[src/rtl/srm_pkg.sv]
`timescale 1ns / 1ps
`default_nettype none

package srm_pkg;

    localparam int KEY_BITS            = 48;
    localparam int REF_BITS            = 32;
    localparam int CFG_BITS            = 4;
    localparam int MAX_SHADOW_RUNS_DEF = 8;

    localparam logic [1:0] KIND_OLD    = 2'd0;
    localparam logic [1:0] KIND_NEW    = 2'd1;
    localparam logic [1:0] KIND_SHADOW = 2'd2;

    typedef struct packed {
        logic [1:0]          kind;
        logic [2:0]          shadow_level;
        logic                at_end;
        logic [KEY_BITS-1:0] key;
        logic [REF_BITS-1:0] entry_ref;
        logic                is_dead;
    } in_word_t;

    typedef struct packed {
        logic                emit_valid;
        logic [KEY_BITS-1:0] emit_key;
        logic [REF_BITS-1:0] emit_ref;
        logic                emit_dead;
        logic [1:0]          need_kind;
        logic [2:0]          need_level;
        logic                merge_done;
    } out_word_t;

    // Word after the front has sorted it by source.
    typedef struct packed {
        logic                is_old;
        logic                is_new;
        logic                is_shadow;
        logic [2:0]          level;
        logic                at_end;
        logic [KEY_BITS-1:0] key;
        logic [REF_BITS-1:0] entry_ref;
        logic                is_dead;
    } cls_word_t;

endpackage

`default_nettype wire

[src/rtl/sorted_run_merge_with_shadows.sv]
`timescale 1ns / 1ps
`default_nettype none

// Two-way merge of key-sorted old and new runs with a shadow filter. The
// feeder sends words on demand: every result word names the stream wanted
// next (need_kind, need_level) or reports merge_done, and may carry one
// merged entry. Equal keys let the new entry win and consume both heads; a
// candidate that matches a key in any of the first shadow_levels_used shadow
// runs is dropped. Words arriving from a stream other than the one asked for
// are ignored and the request is repeated. A front queue of two words takes
// input while the merge engine works; the engine handles one word at a time
// and steps one shadow head per cycle. A word may wait in the queue behind
// earlier words, and its result word may wait on a stalled output. The result
// sits in an output register, so a stalled consumer does not stop the front
// until its two-word queue fills. Write the config register only while the
// block is idle.
module sorted_run_merge_with_shadows #(
    parameter int MAX_SHADOW_RUNS = srm_pkg::MAX_SHADOW_RUNS_DEF
) (
    input  wire                          clk,
    input  wire                          rst_n,
    input  wire                          in_valid,
    output logic                         in_ready,
    input  srm_pkg::in_word_t            in_data,
    output logic                         out_valid,
    input  wire                          out_ready,
    output srm_pkg::out_word_t           out_data,
    input  wire                          cfg_valid,
    output logic                         cfg_ready,
    input  wire [srm_pkg::CFG_BITS-1:0]  cfg_data
);
    import srm_pkg::*;

    logic [CFG_BITS-1:0] levels_reg;
    logic                q_valid;
    logic                q_pop;
    cls_word_t           q_word;

    // Config register always accepts a write.
    assign cfg_ready = 1'b1;

    always_ff @(posedge clk or negedge rst_n)
    begin
        if (!rst_n)
        begin
            levels_reg <= '0;
        end
        else if (cfg_valid)
        begin
            levels_reg <= cfg_data;
        end
    end

    // Front: classify and queue incoming words.
    srm_front u_front (
        .clk      (clk),
        .rst_n    (rst_n),
        .in_valid (in_valid),
        .in_ready (in_ready),
        .in_data  (in_data),
        .q_valid  (q_valid),
        .q_word   (q_word),
        .q_pop    (q_pop)
    );

    // Back: merge engine and output register.
    srm_back #(
        .MAX_SHADOW_RUNS (MAX_SHADOW_RUNS)
    ) u_back (
        .clk        (clk),
        .rst_n      (rst_n),
        .levels_cfg (levels_reg),
        .q_valid    (q_valid),
        .q_word     (q_word),
        .q_pop      (q_pop),
        .out_valid  (out_valid),
        .out_ready  (out_ready),
        .out_data   (out_data)
    );

endmodule

`default_nettype wire

[src/rtl/srm_front.sv]
`timescale 1ns / 1ps
`default_nettype none

module srm_front (
    input  wire                     clk,
    input  wire                     rst_n,
    input  wire                     in_valid,
    output logic                    in_ready,
    input  srm_pkg::in_word_t       in_data,
    output logic                    q_valid,
    output srm_pkg::cls_word_t      q_word,
    input  wire                     q_pop
);
    import srm_pkg::*;

    cls_word_t  slot_reg [2];
    logic       wr_ptr_reg;
    logic       rd_ptr_reg;
    logic [1:0] count_reg;
    cls_word_t  cls;
    logic       push;

    // Classify by source; an unknown kind matches no stream.
    always_comb
    begin
        cls.is_old    = (in_data.kind == KIND_OLD);
        cls.is_new    = (in_data.kind == KIND_NEW);
        cls.is_shadow = (in_data.kind == KIND_SHADOW);
        cls.level     = in_data.shadow_level;
        cls.at_end    = in_data.at_end;
        cls.key       = in_data.key;
        cls.entry_ref = in_data.entry_ref;
        cls.is_dead   = in_data.is_dead;
    end

    assign in_ready = (count_reg != 2'd2);
    assign push     = in_valid && in_ready;
    assign q_valid  = (count_reg != 2'd0);
    assign q_word   = slot_reg[rd_ptr_reg];

    always_ff @(posedge clk)
    begin
        if (push)
        begin
            slot_reg[wr_ptr_reg] <= cls;
        end
    end

    always_ff @(posedge clk or negedge rst_n)
    begin
        if (!rst_n)
        begin
            wr_ptr_reg <= 1'b0;
            rd_ptr_reg <= 1'b0;
            count_reg  <= 2'd0;
        end
        else
        begin
            if (push)
            begin
                wr_ptr_reg <= !wr_ptr_reg;
            end
            if (q_pop && q_valid)
            begin
                rd_ptr_reg <= !rd_ptr_reg;
            end
            count_reg <= count_reg + 2'(push) - 2'(q_pop && q_valid);
        end
    end

endmodule

`default_nettype wire

[src/rtl/srm_back.sv]
`timescale 1ns / 1ps
`default_nettype none

module srm_back #(
    parameter int MAX_SHADOW_RUNS = srm_pkg::MAX_SHADOW_RUNS_DEF
) (
    input  wire                            clk,
    input  wire                            rst_n,
    input  wire [srm_pkg::CFG_BITS-1:0]    levels_cfg,
    input  wire                            q_valid,
    input  srm_pkg::cls_word_t             q_word,
    output logic                           q_pop,
    output logic                           out_valid,
    input  wire                            out_ready,
    output srm_pkg::out_word_t             out_data
);
    import srm_pkg::*;

    localparam int NS   = (MAX_SHADOW_RUNS > 0) ? MAX_SHADOW_RUNS : 1;
    localparam int IW   = (NS > 1) ? $clog2(NS) : 1;
    localparam int CL_W = (MAX_SHADOW_RUNS < 1) ? 1 : $clog2(MAX_SHADOW_RUNS + 1);

    typedef enum logic {ST_IDLE, ST_RUN} state_t;

    state_t              state_reg;
    logic [KEY_BITS-1:0] old_key_reg, new_key_reg;
    logic [REF_BITS-1:0] old_ref_reg, new_ref_reg;
    logic                old_dead_reg, new_dead_reg;
    logic                old_full_reg, new_full_reg, old_end_reg, new_end_reg;
    logic [KEY_BITS-1:0] shd_key_reg [NS];
    logic [NS-1:0]       shd_full_reg, shd_end_reg;
    logic [CL_W-1:0]     check_level_reg;
    logic                em_valid_reg, em_dead_reg;
    logic [KEY_BITS-1:0] em_key_reg;
    logic [REF_BITS-1:0] em_ref_reg;
    logic                out_valid_reg;
    out_word_t           out_data_reg;

    logic [CFG_BITS-1:0] used_w;
    logic [CL_W-1:0]     used;
    logic [IW-1:0]       cl_idx;
    logic                cl_in, s_full, s_end, shd_need, shd_less, shd_eq;
    logic                need_old, need_new, both_end, take_old, take_new;
    logic                match, out_free, report;
    logic [KEY_BITS-1:0] ckey, s_key;
    logic [REF_BITS-1:0] cref;
    logic                cdead;

    always_comb
    begin
        used_w   = (levels_cfg > CFG_BITS'(MAX_SHADOW_RUNS)) ?
                   CFG_BITS'(MAX_SHADOW_RUNS) : levels_cfg;
        used     = CL_W'(used_w);
        cl_idx   = check_level_reg[IW-1:0];
        cl_in    = (check_level_reg < used);
        s_full   = shd_full_reg[cl_idx];
        s_end    = shd_end_reg[cl_idx];
        s_key    = shd_key_reg[cl_idx];
        need_old = !old_full_reg && !old_end_reg;
        need_new = !need_old && !new_full_reg && !new_end_reg;
        both_end = old_end_reg && new_end_reg;
        take_old = !new_full_reg || (old_full_reg && (old_key_reg <= new_key_reg));
        take_new = new_full_reg && (!old_full_reg || (new_key_reg <= old_key_reg));
        ckey     = take_new ? new_key_reg  : old_key_reg;
        cref     = take_new ? new_ref_reg  : old_ref_reg;
        cdead    = take_new ? new_dead_reg : old_dead_reg;
        shd_need = cl_in && !s_full && !s_end;
        shd_less = s_full && (s_key < ckey);
        shd_eq   = s_full && (s_key == ckey);
        report   = need_old || need_new || both_end || (cl_in && shd_need);
        match    = (q_word.is_old && need_old) ||
                   (q_word.is_new && need_new) ||
                   (q_word.is_shadow && !need_old && !need_new && !both_end && shd_need &&
                    ({1'b0, q_word.level} == 4'(check_level_reg)));
        out_free = !out_valid_reg || out_ready;
    end

    assign q_pop     = (state_reg == ST_IDLE) && q_valid;
    assign out_valid = out_valid_reg;
    assign out_data  = out_data_reg;

    // Payload stores: no reset, read only behind their full bits.
    always_ff @(posedge clk)
    begin
        if (q_pop && match && !q_word.at_end)
        begin
            if (q_word.is_old)
            begin
                old_key_reg  <= q_word.key;
                old_ref_reg  <= q_word.entry_ref;
                old_dead_reg <= q_word.is_dead;
            end
            if (q_word.is_new)
            begin
                new_key_reg  <= q_word.key;
                new_ref_reg  <= q_word.entry_ref;
                new_dead_reg <= q_word.is_dead;
            end
            if (q_word.is_shadow)
            begin
                shd_key_reg[cl_idx] <= q_word.key;
            end
        end
        if (state_reg == ST_RUN && !need_old && !need_new && !both_end &&
            !(cl_in && (shd_need || shd_less || shd_eq)))
        begin
            em_key_reg  <= ckey;
            em_ref_reg  <= cref;
            em_dead_reg <= cdead;
        end
        if (state_reg == ST_RUN && out_free && (need_old || need_new || both_end ||
            (cl_in && shd_need)))
        begin
            out_data_reg.emit_valid <= em_valid_reg;
            out_data_reg.emit_key   <= em_valid_reg ? em_key_reg : '0;
            out_data_reg.emit_ref   <= em_valid_reg ? em_ref_reg : '0;
            out_data_reg.emit_dead  <= em_valid_reg && em_dead_reg;
            out_data_reg.merge_done <= !need_old && !need_new && both_end;
            out_data_reg.need_kind  <= need_old ? KIND_OLD :
                                       need_new ? KIND_NEW :
                                       both_end ? KIND_OLD : KIND_SHADOW;
            out_data_reg.need_level <= (!need_old && !need_new && !both_end) ?
                                       3'(cl_idx) : 3'd0;
        end
    end

    always_ff @(posedge clk or negedge rst_n)
    begin
        if (!rst_n)
        begin
            state_reg       <= ST_IDLE;
            old_full_reg    <= 1'b0;
            new_full_reg    <= 1'b0;
            old_end_reg     <= 1'b0;
            new_end_reg     <= 1'b0;
            shd_full_reg    <= '0;
            shd_end_reg     <= '0;
            check_level_reg <= '0;
            em_valid_reg    <= 1'b0;
            out_valid_reg   <= 1'b0;
        end
        else
        begin
            if (state_reg == ST_RUN && report && out_free)
            begin
                out_valid_reg <= 1'b1;
            end
            else if (out_valid_reg && out_ready)
            begin
                out_valid_reg <= 1'b0;
            end
            unique case (state_reg)
                ST_IDLE:
                begin
                    // Apply the popped word if it is the stream asked for.
                    if (q_pop)
                    begin
                        if (match)
                        begin
                            if (q_word.is_old)
                            begin
                                if (q_word.at_end) old_end_reg  <= 1'b1;
                                else               old_full_reg <= 1'b1;
                            end
                            if (q_word.is_new)
                            begin
                                if (q_word.at_end) new_end_reg  <= 1'b1;
                                else               new_full_reg <= 1'b1;
                            end
                            if (q_word.is_shadow)
                            begin
                                shd_full_reg[cl_idx] <= !q_word.at_end;
                                if (q_word.at_end) shd_end_reg[cl_idx] <= 1'b1;
                            end
                        end
                        state_reg <= ST_RUN;
                    end
                end
                ST_RUN:
                begin
                    if (report)
                    begin
                        // Hold until the output register is free, then report.
                        if (out_free)
                        begin
                            em_valid_reg  <= 1'b0;
                            state_reg     <= ST_IDLE;
                            if (!need_old && !need_new && both_end)
                            begin
                                old_full_reg    <= 1'b0;
                                new_full_reg    <= 1'b0;
                                old_end_reg     <= 1'b0;
                                new_end_reg     <= 1'b0;
                                shd_full_reg    <= '0;
                                shd_end_reg     <= '0;
                                check_level_reg <= '0;
                            end
                        end
                    end
                    else if (cl_in && shd_less)
                    begin
                        shd_full_reg[cl_idx] <= 1'b0;
                    end
                    else if (cl_in && !shd_eq)
                    begin
                        check_level_reg <= check_level_reg + CL_W'(1);
                    end
                    else
                    begin
                        // Candidate resolved: emit unless shadowed, consume heads.
                        em_valid_reg    <= !cl_in;
                        check_level_reg <= '0;
                        if (take_old) old_full_reg <= 1'b0;
                        if (take_new) new_full_reg <= 1'b0;
                    end
                end
                default:
                begin
                    state_reg <= ST_IDLE;
                end
            endcase
        end
    end

endmodule

`default_nettype wire

[config.mk]
export PLATFORM = sky130hd
export DESIGN_NAME = sorted_run_merge_with_shadows
export DESIGN_NICKNAME = d
export VERILOG_FILES = /design/src/rtl/srm_pkg.sv /design/src/rtl/sorted_run_merge_with_shadows.sv /design/src/rtl/srm_front.sv /design/src/rtl/srm_back.sv
export SDC_FILE = /design/constraint.sdc
export NUM_CORES = 1
export LEC_CHECK = 0
export BUFFER_PORTS_ARGS = -buffer_cell sky130_fd_sc_hd__buf_2
export CAP_MARGIN = 20
export CORE_ASPECT_RATIO = 1.5
export CORE_MARGIN = 3
export CORE_UTILIZATION = 60
export DETAILED_ROUTE_END_ITERATION = 8
export PLACE_DENSITY = 0.75
export SLEW_MARGIN = 10
export SYNTH_ARGS = -nofsm -noshare
export SYNTH_HDL_FRONTEND = slang
export SYNTH_SLANG_ARGS = --single-unit
[constraint.sdc]
create_clock -name clk -period 11.7 [get_ports clk]
set_clock_uncertainty 0.15 [all_clocks]
set_input_delay 2.34 -clock clk [delete_from_list [all_inputs] [get_ports clk]]
set_output_delay 2.34 -clock clk [all_outputs]
set_load 0.005 [all_outputs]
* Word-level counts from Yosys, hierarchy flattened
Memories as Yosys holds them, arrays and structs flattened.
Cells that the tools add are included.
** Storage, ports and cells
- Flip-flop bits (word level) :: 366
- Bits in latches :: 0
- Bits in writable memories :: 560
- Bits in read-only memories :: 0
- Input port bits :: 96
- Memories kept :: 2
** Operators by class
- Add/subtract/negate cells :: 3
- $mul :: 0
- Div/mod/pow operators :: 0
- Order comparisons :: 7
- Equality and inequality tests :: 26
- Shift operators :: 0
- Mux-type cells :: 76
- Bitwise gates (word level) :: 4
- Reduce and logical (&&, ||, !) cells :: 80
** Memories
- u_back.shd_key_reg :: words 8, bits a word 48, rd ports 1, clocked after Yosys merged registers in 0, wr ports 1, RTL line srm_back.sv:30 : logic [KEY_BITS-1:0] shd_key_reg [NS];
- u_front.slot_reg :: words 2, bits a word 88, rd ports 1, clocked after Yosys merged registers in 0, wr ports 1, RTL line srm_front.sv:16 : cls_word_t slot_reg [2];
** Operators by type and width (number)
- <= comparator 48 bit :: 2
- 2-to-1 mux 8 bit :: 12
- == test 48 bit :: 1
- less-than comparator 48 bit :: 1
- 2-to-1 mux 48 bit :: 1
- 2-to-1 mux 1 bit :: 44
- logical AND 1 bit :: 40
- 2-to-1 mux 32 bit :: 1
- case mux 8 bit (2 select lines) :: 2
- 2-to-1 mux 4 bit :: 6
- inequality test 3 bit, second input constant :: 7
- AND reduction 7 bit :: 3
- inequality test 2 x 1 -> 1 bit, second input constant :: 9
- AND reduction 9 bit :: 2
- zero test 1 bit :: 16
- inequality test 2 bit, second input constant :: 6
- logical OR 1 bit :: 10
- case mux 1 bit (2 select lines) :: 5
- bitwise AND 8 bit :: 1
- bitwise mux 8 bit :: 1
- NOT 8 bit :: 1
- bitwise OR 8 bit :: 1
- AND reduction 4 bit :: 2
- binary-select mux 1 bit (select 3 bit) :: 2
- 18 further kinds :: 20

* Logic depth before layout (Yosys ltp)
Gate-level depths: netlist (run 1).
- Word-level depth :: 15
- Depth in mapped cells :: 21

* Modules after synthesis
From an unflattened synthesis (run 1), not the netlist that was laid out.
** Unflattened totals
- Cell total of the unflattened synthesis :: 2048
- Area total of the unflattened synthesis :: 36443.7 µm²
** By module, submodules not included
- srm_back :: instances 1, cells each 1739, area each 29669.7 µm², sequential area each 22146.2 µm²
- srm_front :: instances 1, cells each 299, area each 6617.6 µm², sequential area each 5385.2 µm²
- sorted_run_merge_with_shadows :: instances 1, cells each 10, area each 156.4 µm², sequential area each 100.1 µm²

* Least setup slack after synthesis (run 1)
Ideal clock, no wire load.
- Path kind :: register to register
- From :: register u_back.old_key_reg[30]
- To :: register u_back.em_dead_reg, enable pin
- Library setup time :: 547 ps
- Arrival time :: 7588 ps
- Data required time :: 11003 ps
- Setup slack :: 3415 ps
- Stages on the path, launching flop included :: 17
- Buffers on the path :: 2
- Clock period less this slack :: 8285 ps
- Path through :: edfxtp_1 > ha_1 > nand4_1 > or4_1 > nor3_2 > nand3_1 > a31oi_1 > buf_4 > buf_6 > mux2i_1 > ha_1 > nand4_1 > nor4_1 > nand2_1 > a41oi_1 > o21ai_2 > a21oi_1
** Between the ends
- Word-level cells in the longest chain between the ends :: 11
- Elaborated cells on any way between the ends :: 13
** RTL lines
- from (decl) :: RTL line srm_back.sv:26 : logic [KEY_BITS-1:0] old_key_reg, new_key_reg;
- from (signal assigned) :: RTL line srm_back.sv:89 : old_key_reg <= q_word.key;
- <= comparator 48 bit :: RTL line srm_back.sv:63 : take_new = new_full_reg && (!old_full_reg || (new_key_reg <= old_key_reg));
- logical OR 1 bit :: RTL line srm_back.sv:63
- logical AND 1 bit :: RTL line srm_back.sv:63
- 2-to-1 mux 48 bit (*) :: RTL line srm_back.sv:64 : ckey = take_new ? new_key_reg : old_key_reg;
- less-than comparator 48 bit :: RTL line srm_back.sv:68 : shd_less = s_full && (s_key < ckey);
- logical AND 1 bit :: RTL line srm_back.sv:68
- logical OR 1 bit :: RTL line srm_back.sv:105 : !(cl_in && (shd_need || shd_less || shd_eq)))
- logical OR 1 bit (*) :: RTL line srm_back.sv:105
- logical AND 1 bit (*) :: RTL line srm_back.sv:105
- zero test 1 bit (*) :: RTL line srm_back.sv:105
- logical AND 1 bit (*) :: RTL line srm_back.sv:104 : if (state_reg == ST_RUN && !need_old && !need_new && !both_end &&
- to (signal assigned) :: RTL line srm_back.sv:109 : em_dead_reg <= cdead;
- to (decl) :: RTL line srm_back.sv:33 : logic em_valid_reg, em_dead_reg;
Every way passes the cells marked *; elsewhere a longest branch is shown, timed or not.
A chain may end at the register's enable or synchronous reset.

* Worst setup path after layout (run 1)
- From :: register u_back.old_key_reg[45]
- To :: register u_back.em_key_reg[2], enable pin
** Between the ends
- Word-level cells in the longest chain between the ends :: 11
- Elaborated cells on any way between the ends :: 13
** RTL lines
- <= comparator 48 bit :: RTL line srm_back.sv:63
- logical OR 1 bit :: RTL line srm_back.sv:63
- logical AND 1 bit :: RTL line srm_back.sv:63
- 2-to-1 mux 48 bit (*) :: RTL line srm_back.sv:64
- less-than comparator 48 bit :: RTL line srm_back.sv:68
- logical AND 1 bit :: RTL line srm_back.sv:68
- logical OR 1 bit :: RTL line srm_back.sv:105
- logical OR 1 bit (*) :: RTL line srm_back.sv:105
- logical AND 1 bit (*) :: RTL line srm_back.sv:105
- zero test 1 bit (*) :: RTL line srm_back.sv:105
- logical AND 1 bit (*) :: RTL line srm_back.sv:104
- to (signal assigned) :: RTL line srm_back.sv:107 : em_key_reg <= ckey;
- to (decl) :: RTL line srm_back.sv:34 : logic [KEY_BITS-1:0] em_key_reg;
Marks and branches as above.

==> results of run 1 <==
## routing by layer
metal  global-route usage  vias to the layer above  share of wire
li1                     -                     8454              -
met1                0.322                     9527           0.37
met2                0.447                      881           0.51
met3               0.0369                      221          0.068
met4                0.124                        2          0.046
met5                    0                        -        0.00025
## synth_stat cells, drive strengths merged, types with 14 or more instances
cell type and number:
inv 119, nand4 46, a21oi 38, and2 86, o21ai 22, nor2 36
a22o 14, mux2 128, nor4 26, o22ai 97, mux2i 52, buf 17
ha 102, edfxtp 891, nand2 44, a22oi 98, dfrtp 35, nand3 25
clkbuf 56
## cell type report
type | instances | share of cell area
multi-input combinational | 913 | 0.182
inverter | 119 | 0.0112
clock inverter | 44 | 0.00970
clock buffer | 103 | 0.0542
timing repair buffer | 219 | 0.0294
sequential | 926 | 0.689
tap | 770 | 0.0240
## critical path, stage by stage (launching register included)
cell and delay [ps]:
edfxtp_1 410, ha_1 330, nand4_1 140, nor4_1 430, nor3b_1 560, nand3_1 260
a31oi_4 730, buf_4 540, buf_4 570, mux2i_1 210, ha_1 350, nand4_1 170
nor4_1 450, nand2_1 90, a41oi_1 440, o21ai_2 220, a21oi_4 670, buf_4 880
## power groups by stage
stage          clock network, mW  registers [mW]  logic, mW
6_report                    2.57            4.74       2.53
4_1_cts                     2.61            4.74       2.54
3_5_place_dp                   0            4.80       2.52
3_3_place_gp                   0            4.79       2.42
5_1_grt                     2.74            4.78       2.76
2_1_floorplan                  0            4.78       1.57
## worst max-delay path by stage
stage,from,endpoint,cells past startpoint
2_1_floorplan,u_back.old_key_reg[30]$_DFFE_PP_,u_back.em_dead_reg$_DFFE_PP_,16
3_3_place_gp,u_back.old_key_reg[45]$_DFFE_PP_,u_back.em_ref_reg[21]$_DFFE_PP_,17
3_5_place_dp,u_back.old_key_reg[45]$_DFFE_PP_,u_back.em_ref_reg[27]$_DFFE_PP_,17
4_1_cts,u_back.old_key_reg[45]$_DFFE_PP_,u_back.em_key_reg[3]$_DFFE_PP_,17
5_1_grt,u_back.old_key_reg[47]$_DFFE_PP_,u_back.em_key_reg[0]$_DFFE_PP_,17
6_report,u_back.old_key_reg[45]$_DFFE_PP_,u_back.em_key_reg[2]$_DFFE_PP_,17
## kinds of logic after synthesis
logic type | count (synthesis)
other cells | 1
fa+ha+maj | 102
mux | 180
buf+inv | 192
simple gates | 303
compound gates | 320
flops | 926
xor+xnor | 7
## stage by stage
step	instances	instance area, sq um	worst slack (ps)
global route	3094	40100	3320
detailed placement	2947	37500	3610
finish	3094	40100	3580
floorplan	2031	35600	3420
CTS	3094	40100	3640
global placement	2947	37500	4010
==> qor.yml, run 1 <==
status: "complete, no violations"
r2r_cells: 17
wire_per_inst_um: 25.9
synth_xor_area_frac: 0.00172
ios: 187
synth_top_area_share: 0.752
whs_ps: 362
fill_cells: 3755
ys_types: 57
grt_overflow: 0
row_count: 108
synth_top_family_by_area: "compound AO/OA/AOI/OAI gates"
critPathArrivalTime_ps: 8210
rsz0062_at_grt: "false"
clkPwrFrac: 0.261
dr.pass1.iters: 5
design_power_total_mw: 9.85
cts_sinks: 926
ys_seq_area_frac: 0.776
yosys.area.top_type: "edfxtp_1"
syn_nets: 2229
hp-start: "u_back.shd_end_reg[3]$_DFFE_PN0P_"
cts.clk_slew.worst_paths_ps: 70
powerDensity_nw_per_um2: 245
drt_iter0_drc: 1641
syn_inst: 2031
syn2layout_area_growth_pct: 12.7
p_int_mw: 6.82
hold_end: "u_back.shd_end_reg[3]$_DFFE_PN0P_"
fin_crit_sh: 0.694
num_vias: 19100
crit_fanout: 61
cts_buffers: 81
leakagePower_nw: 14.1
clockBufferDepth: 3
seqPwrFrac: 0.481
final_max_slew_viol_count: 0
dieArea_sq_um: 62300
fp.dieH_um: 304
setup_viol: 0
post_cts_buffers: 0
antenna_cells: 0
async_flop_share: 0.0378
whs_path_depth: 1
final_cell_mix: "edfxtp_1, buf_2, mux2_2, inv_1, ha_1"
synthSimpleGateAreaFrac: 0.0469
clkLatencyLatePin_ps: 630
synthesis.area_sq_um: 35600
gp_congestion: 0.903
start_util: 0.611
p_switching_mw: 3.03
vdd_drop_max_mv: 0.143
power_frac_comb: 0.257
hpwlAfterDp_mm: 47.1
h-tree-depth: 3
muxShareOfSynthArea: 0.0551
r2r_slack_ps: 3580
grt_usage: 0.259
grt_max_degree: 84
core-area_sq_um: 58200
hold_buffers: 0
layout.area.seq_sq_um: 27600
worst_slew_pin_slew_ps: 1000
synth_edf_count: 891
antenna_found_initial: 2
die_x_um: 205
slew_headroom: 0.330
drc_errors: 0
ys_dominant_reg_cell: "edfxtp_1"
drive_above_1_share: 0.215
endpoint_kind: "flip-flop"
cts_tree: "yes"
cts_resized: 0
crit_type: "flip-flop to flip-flop"
grt_pass1_wl_mm: 119
fin_nets: 2458
synth_warnings: 0
synth_compound_area_frac: 0.0615
largest_reg_flops: 384
final_util: 0.689
ys_ff_latch: 926
wl_mm: 80.1
yosys.area_share.adder: 0.0359
synth.area.top_cells: "edfxtp_1, mux2_2, ha_1"
multi_input_area_sq_um: 7320
min_period_ps: 8120
required_ps: 11780
cap_violations: 0
r2r_end: "u_back.em_key_reg[2]$_DFFE_PP_"
hold_class: "flip-flop to flip-flop"
netSwitchingFraction: 0.307
hold_violations: 0
numPortBuffers: 185
final_common_cell: "edfxtp_1"
start_kind: "flip-flop"
fin_tns_setup_ps: 0
root_buffer: "clkbuf_16"
grt_pass1_vias: 20200
avgSynthCellArea_sq_um: 17.5
vias_per_cell: 6.17
ant_nets: 0
fmax_mhz: 123
r2r_start: "u_back.old_key_reg[45]$_DFFE_PP_"
No activity file was read; power rests on OpenSTA's default activity.
==> run 2, diff against run 1 <==
Clock period 11.7 ns to 8.1 ns, I/O delays scaled along.
==> run 2 against run 1 <==
Net effect: sequential cell count unchanged; design area increased by 0.59%; setup slack got worse by 2700 ps; routed wire length increased by 1.2%; power increased by 47%; die area unchanged; first-iteration DRC count decreased by 2.6%; count of clock-buffer cells in the layout decreased by 1; cell count increased by 0.26%; critical path depth decreased by 1; sequential power increased by 45%; worst hold slack about the same; highest routed layer unchanged.
==> qor.yml, run 2 (synthesized netlist as in run 1, its figures left out) <==
hp-start: "u_back.shd_end_reg[0]$_DFFE_PN0P_"
final_common_cell: "edfxtp_1"
largest_reg_flops: 384
final_max_slew_viol_count: 0
syn2layout_area_growth_pct: 13.4
core-area_sq_um: 58200
crit_fanout: 61
cts_buffers: 81
required_ps: 8220
vias_per_cell: 6.21
grt-busiest-layer: "met2"
ant_nets: 0
min_period_ps: 7250
status: "complete, no violations"
setup_viol: 0
fin_crit_sh: 0.895
clkLatencyLatePin_ps: 620
powerDensity_nw_per_um2: 358
row_count: 108
clockBufferDepth: 3
grt_overflow: 0
critPathArrivalTime_ps: 7370
gp_congestion: 0.887
endpoint_kind: "flip-flop"
hold_class: "flip-flop to flip-flop"
grt_pass1_wl_mm: 122
ios: 187
cts_resized: 0
leakagePower_nw: 14.3
r2r_start: "u_back.old_key_reg[41]$_DFFE_PP_"
fp.dieH_um: 304
slew_headroom: 0.256
drc_errors: 0
worstSetupEndpoint: "u_back.em_ref_reg[22]$_DFFE_PP_"
wl_mm: 81.0
hold_violations: 0
rsz0062_at_grt: "false"
fin_ws_ps: 847
drive_above_1_share: 0.217
cap_violations: 0
cts_tree: "yes"
critPathLaunch: "u_back.old_key_reg[41]$_DFFE_PP_"
root_buffer: "clkbuf_16"
numPortBuffers: 185
hold_buffers: 0
num_vias: 19300
r2r_slack_ps: 850
antenna_found_initial: 3
met2_usage: 0.447
vdd_drop_max_mv: 0.232
die_x_um: 205
grt_use_met1: 0.329
cts_sinks: 926
final_cell_mix: "edfxtp_1, buf_2, mux2_2, inv_1, ha_1"
design_power_total_mw: 14.5
start_util: 0.611
crit_type: "flip-flop to flip-flop"
fin_tns_setup_ps: 0
grt_max_degree: 69
placed_area_sq_um: 37600
post_cts_buffers: 0
antenna_cells: 0
worst_slew_pin_slew_ps: 1110
fin_nets: 2463
h-tree-depth: 3
dieArea_sq_um: 62300
cts.clk_slew.worst_paths_ps: 60
hpwlAfterDp_mm: 49.3
fmax_mhz: 138
grt_usage: 0.262
wire_per_inst_um: 26.1
start_kind: "flip-flop"
grt_pass1_vias: 20400
final_area_sq_um: 40300
r2r_end: "u_back.em_ref_reg[22]$_DFFE_PP_"
post-place-ws_ps: 1120
r2r_cells: 16
dr.pass1.iters: 8
drt_iter0_drc: 1598
grt_util_met3: 0.0445
==> run 2: cell types whose count changed in the layout (fill, tap and decap cells not counted), sizes merged <==
cell      change
buf           +5
bufinv        +7
clkbuf        -1
clkinv        +3
clkinvlp      -5
inv           -1
==> run 2: final cells by class <==
type,count,area (sq um)
Clock buffer,102,2180
Multi-Input combinational cell,913,7320
Inverter,119,449
Fill cell,3734,17900
Timing Repair Buffer,224,1280
Sequential cell,926,27600
Clock inverter,48,523
Tap cell,770,963
==> run 2: through the flow <==
step           instances  utilization  hold WS, ps
6_report            3102        0.693          362
5_1_grt             3102        0.693          373
4_1_cts             3101        0.692          363
3_5_place_dp        2951        0.646          350
3_3_place_gp        2950        0.646          338
2_1_floorplan       2031            -          273
==> run 2: how the worst min path moves through the flow <==
stage,endpoint,slack (ps),cells past startpoint
after floorplan,u_back.out_data[87]$_DFFE_PP_,270,0
after CTS,u_back.shd_end_reg[4]$_DFFE_PN0P_,360,1
final,u_back.shd_end_reg[0]$_DFFE_PN0P_,360,1
after detailed placement,u_back.shd_end_reg[0]$_DFFE_PN0P_,350,1
after global routing,u_back.shd_end_reg[0]$_DFFE_PN0P_,370,1
after global placement,u_back.shd_end_reg[6]$_DFFE_PN0P_,340,1
==> run 2: where the power goes <==
| part | internal (mW) | switching (mW) | total [mW] |
|---|---|---|---|
| sequential | 6.56 | 0.300 | 6.86 |
| combinational | 1.27 | 2.42 | 3.69 |
| clock | 2.26 | 1.65 | 3.91 |
| total | 10.1 | 4.37 | 14.5 |
==> run 2: metal layers <==
metal / up-vias / wire [um]
met5: - / 34
met4: 4 / 3600
met3: 218 / 6000
met2: 945 / 40900
met1: 9645 / 30500
li1: 8463 / -
==> run 2: critical path, cell delays in order (launching register included) <==
cell      delay, ps
edfxtp_1        440
ha_1            340
nand4_1         130
nor4_1          460
nor3b_1         580
nand3_1         280
a31oi_4         670
mux2_2          300
inv_1            40
ha_1            310
nand4_1         280
nor4_1          940
nand3_1         300
o21bai_1        330
o21ai_2         170
a21oi_4         680
buf_12          420
==> run 3, diff against run 2 <==
Settings changed: MAX_ROUTING_LAYER set to met4.
==> run 3 against run 2 <==
Net effect: clock power barely moved; global-route usage rose by 0.78 points; critical endpoint unchanged; sequential share of layout area barely moved; maximum frequency fell by 0.23%; setup slack got worse by 17 ps; die area did not move; critical path type unchanged; first-iteration DRC count rose by 2.7%; routed wire length fell by 0.18%.
==> qor.yml, run 3 (synthesized netlist as in run 1, its figures left out) <==
fin_nets: 2463
whs_path_depth: 1
hold_violations: 0
status: "complete, no violations"
drt_iter0_drc: 1641
fin_crit_sh: 0.898
row_count: 108
grt_pass1_wl_mm: 122
wire_per_inst_um: 26.0
endpoint_kind: "flip-flop"
ios: 187
grt_pass1_vias: 20400
cts_tree: "yes"
cap_violations: 0
drc_errors: 0
cts.clk_slew.worst_paths_ps: 60
crit_type: "flip-flop to flip-flop"
r2r_start: "u_back.old_key_reg[41]$_DFFE_PP_"
post_cts_buffers: 0
vdd_drop_max_mv: 0.233
required_ps: 8220
wl_mm: 80.9
hold_buffers: 0
fmax_mhz: 138
antenna_found_initial: 3
dr.pass1.iters: 5
core-area_sq_um: 58200
r2r_cells: 17
start_kind: "flip-flop"
drive_above_1_share: 0.217
numPortBuffers: 185
gp_congestion: 0.903
critPathLaunch: "u_back.old_key_reg[41]$_DFFE_PP_"
fin_tns_setup_ps: 0
final_common_cell: "edfxtp_1"
worst_slew_pin_slew_ps: 1100
hold_class: "flip-flop to flip-flop"
final_max_slew_viol_count: 0
vias_per_cell: 6.22
r2r_slack_ps: 830
grt_usage: 0.270
slew_headroom: 0.267
fp.dieH_um: 304
hp-start: "u_back.shd_end_reg[4]$_DFFE_PN0P_"
dieArea_sq_um: 62300
cts_buffers: 81
clkLatencyLatePin_ps: 630
crit_fanout: 61
whs_ps: 364
h-tree-depth: 3
largest_reg_flops: 384
ant_nets: 0
clockBufferDepth: 3
critPathArrivalTime_ps: 7390
grt_overflow: 0
num_vias: 19300
setup_viol: 0
hold_end: "u_back.shd_end_reg[4]$_DFFE_PN0P_"
root_buffer: "clkbuf_16"
r2r_end: "u_back.em_ref_reg[22]$_DFFE_PP_"
cts_resized: 0
rsz0062_at_grt: "false"
leakagePower_nw: 14.3
grt_max_degree: 69
start_util: 0.611
hpwlAfterDp_mm: 49.3
final_cell_mix: "edfxtp_1, buf_2, mux2_2, inv_1, ha_1"
die_x_um: 205
syn2layout_area_growth_pct: 13.4
min_period_ps: 7270
cts_sinks: 926
powerDensity_nw_per_um2: 358
run 3: cell types whose count changed in the layout (fill, tap and decap cells not counted), sizes merged:
cell,previous run,this run
diode,0,3
run 3: routing by layer:
layer  up-vias  GRT usage  part of all wire
met5         -          -                 0
met4         0      0.122             0.044
met3       219     0.0431             0.071
met2       945      0.447              0.51
met1      9685      0.329              0.38
li1       8469          -                 -
run 3: critical path, cell delays in order, from the launching register on:
cell and delay (ps):
edfxtp_1 430, ha_1 330, nand4_1 130, nor4_1 460, nor3b_1 560, nand3_1 270, a31oi_4 660, buf_12 350
mux2_2 390, inv_1 60, ha_1 150, nand4_1 130, nor4_1 830, nand3_1 310, o21bai_1 340, o21ai_2 170
a21oi_4 690, buf_12 420
run 3: per-stage QoR:
stage	total power [mW]	area, sq um	instances	setup WS [ps]	util
floorplan	9.16	35600	2031	1650	-
global placement	10.4	37600	2950	1470	0.646
detailed placement	10.6	37600	2951	1120	0.646
CTS	14.5	40300	3101	919	0.692
global route	15.1	40400	3105	471	0.693
finish	14.5	40400	3105	830	0.693
run 3: worst max path at each step:
| stage | to | slack, ps | depth (start not counted) |
|---|---|---|---|
| 2_1_floorplan | u_back.em_dead_reg$_DFFE_PP_ | 1650 | 16 |
| 3_3_place_gp | u_back.em_ref_reg[29]$_DFFE_PP_ | 1470 | 17 |
| 3_5_place_dp | u_back.em_ref_reg[21]$_DFFE_PP_ | 1120 | 16 |
| 4_1_cts | u_back.em_ref_reg[12]$_DFFE_PP_ | 920 | 16 |
| 5_1_grt | u_back.em_ref_reg[29]$_DFFE_PP_ | 470 | 17 |
| 6_report | u_back.em_ref_reg[22]$_DFFE_PP_ | 830 | 17 |
run 3: area by class of cell:
class	instances	area, sq um
sequential	926	27600
fill	3736	17900
multi-input combinational	913	7320
clock buffer	102	2180
timing repair buffer	224	1280
tap	770	963
clock inverter	48	523
inverter	119	449
antenna	3	7.51
run 3: where the power goes:
part	leakage (nW)	internal (mW)	switching (mW)	total, mW
Clock	1.32	2.26	1.65	3.91
Sequential	8.58	6.56	0.299	6.86
Combinational	4.36	1.27	2.42	3.68
Total	14.3	10.1	4.37	14.5
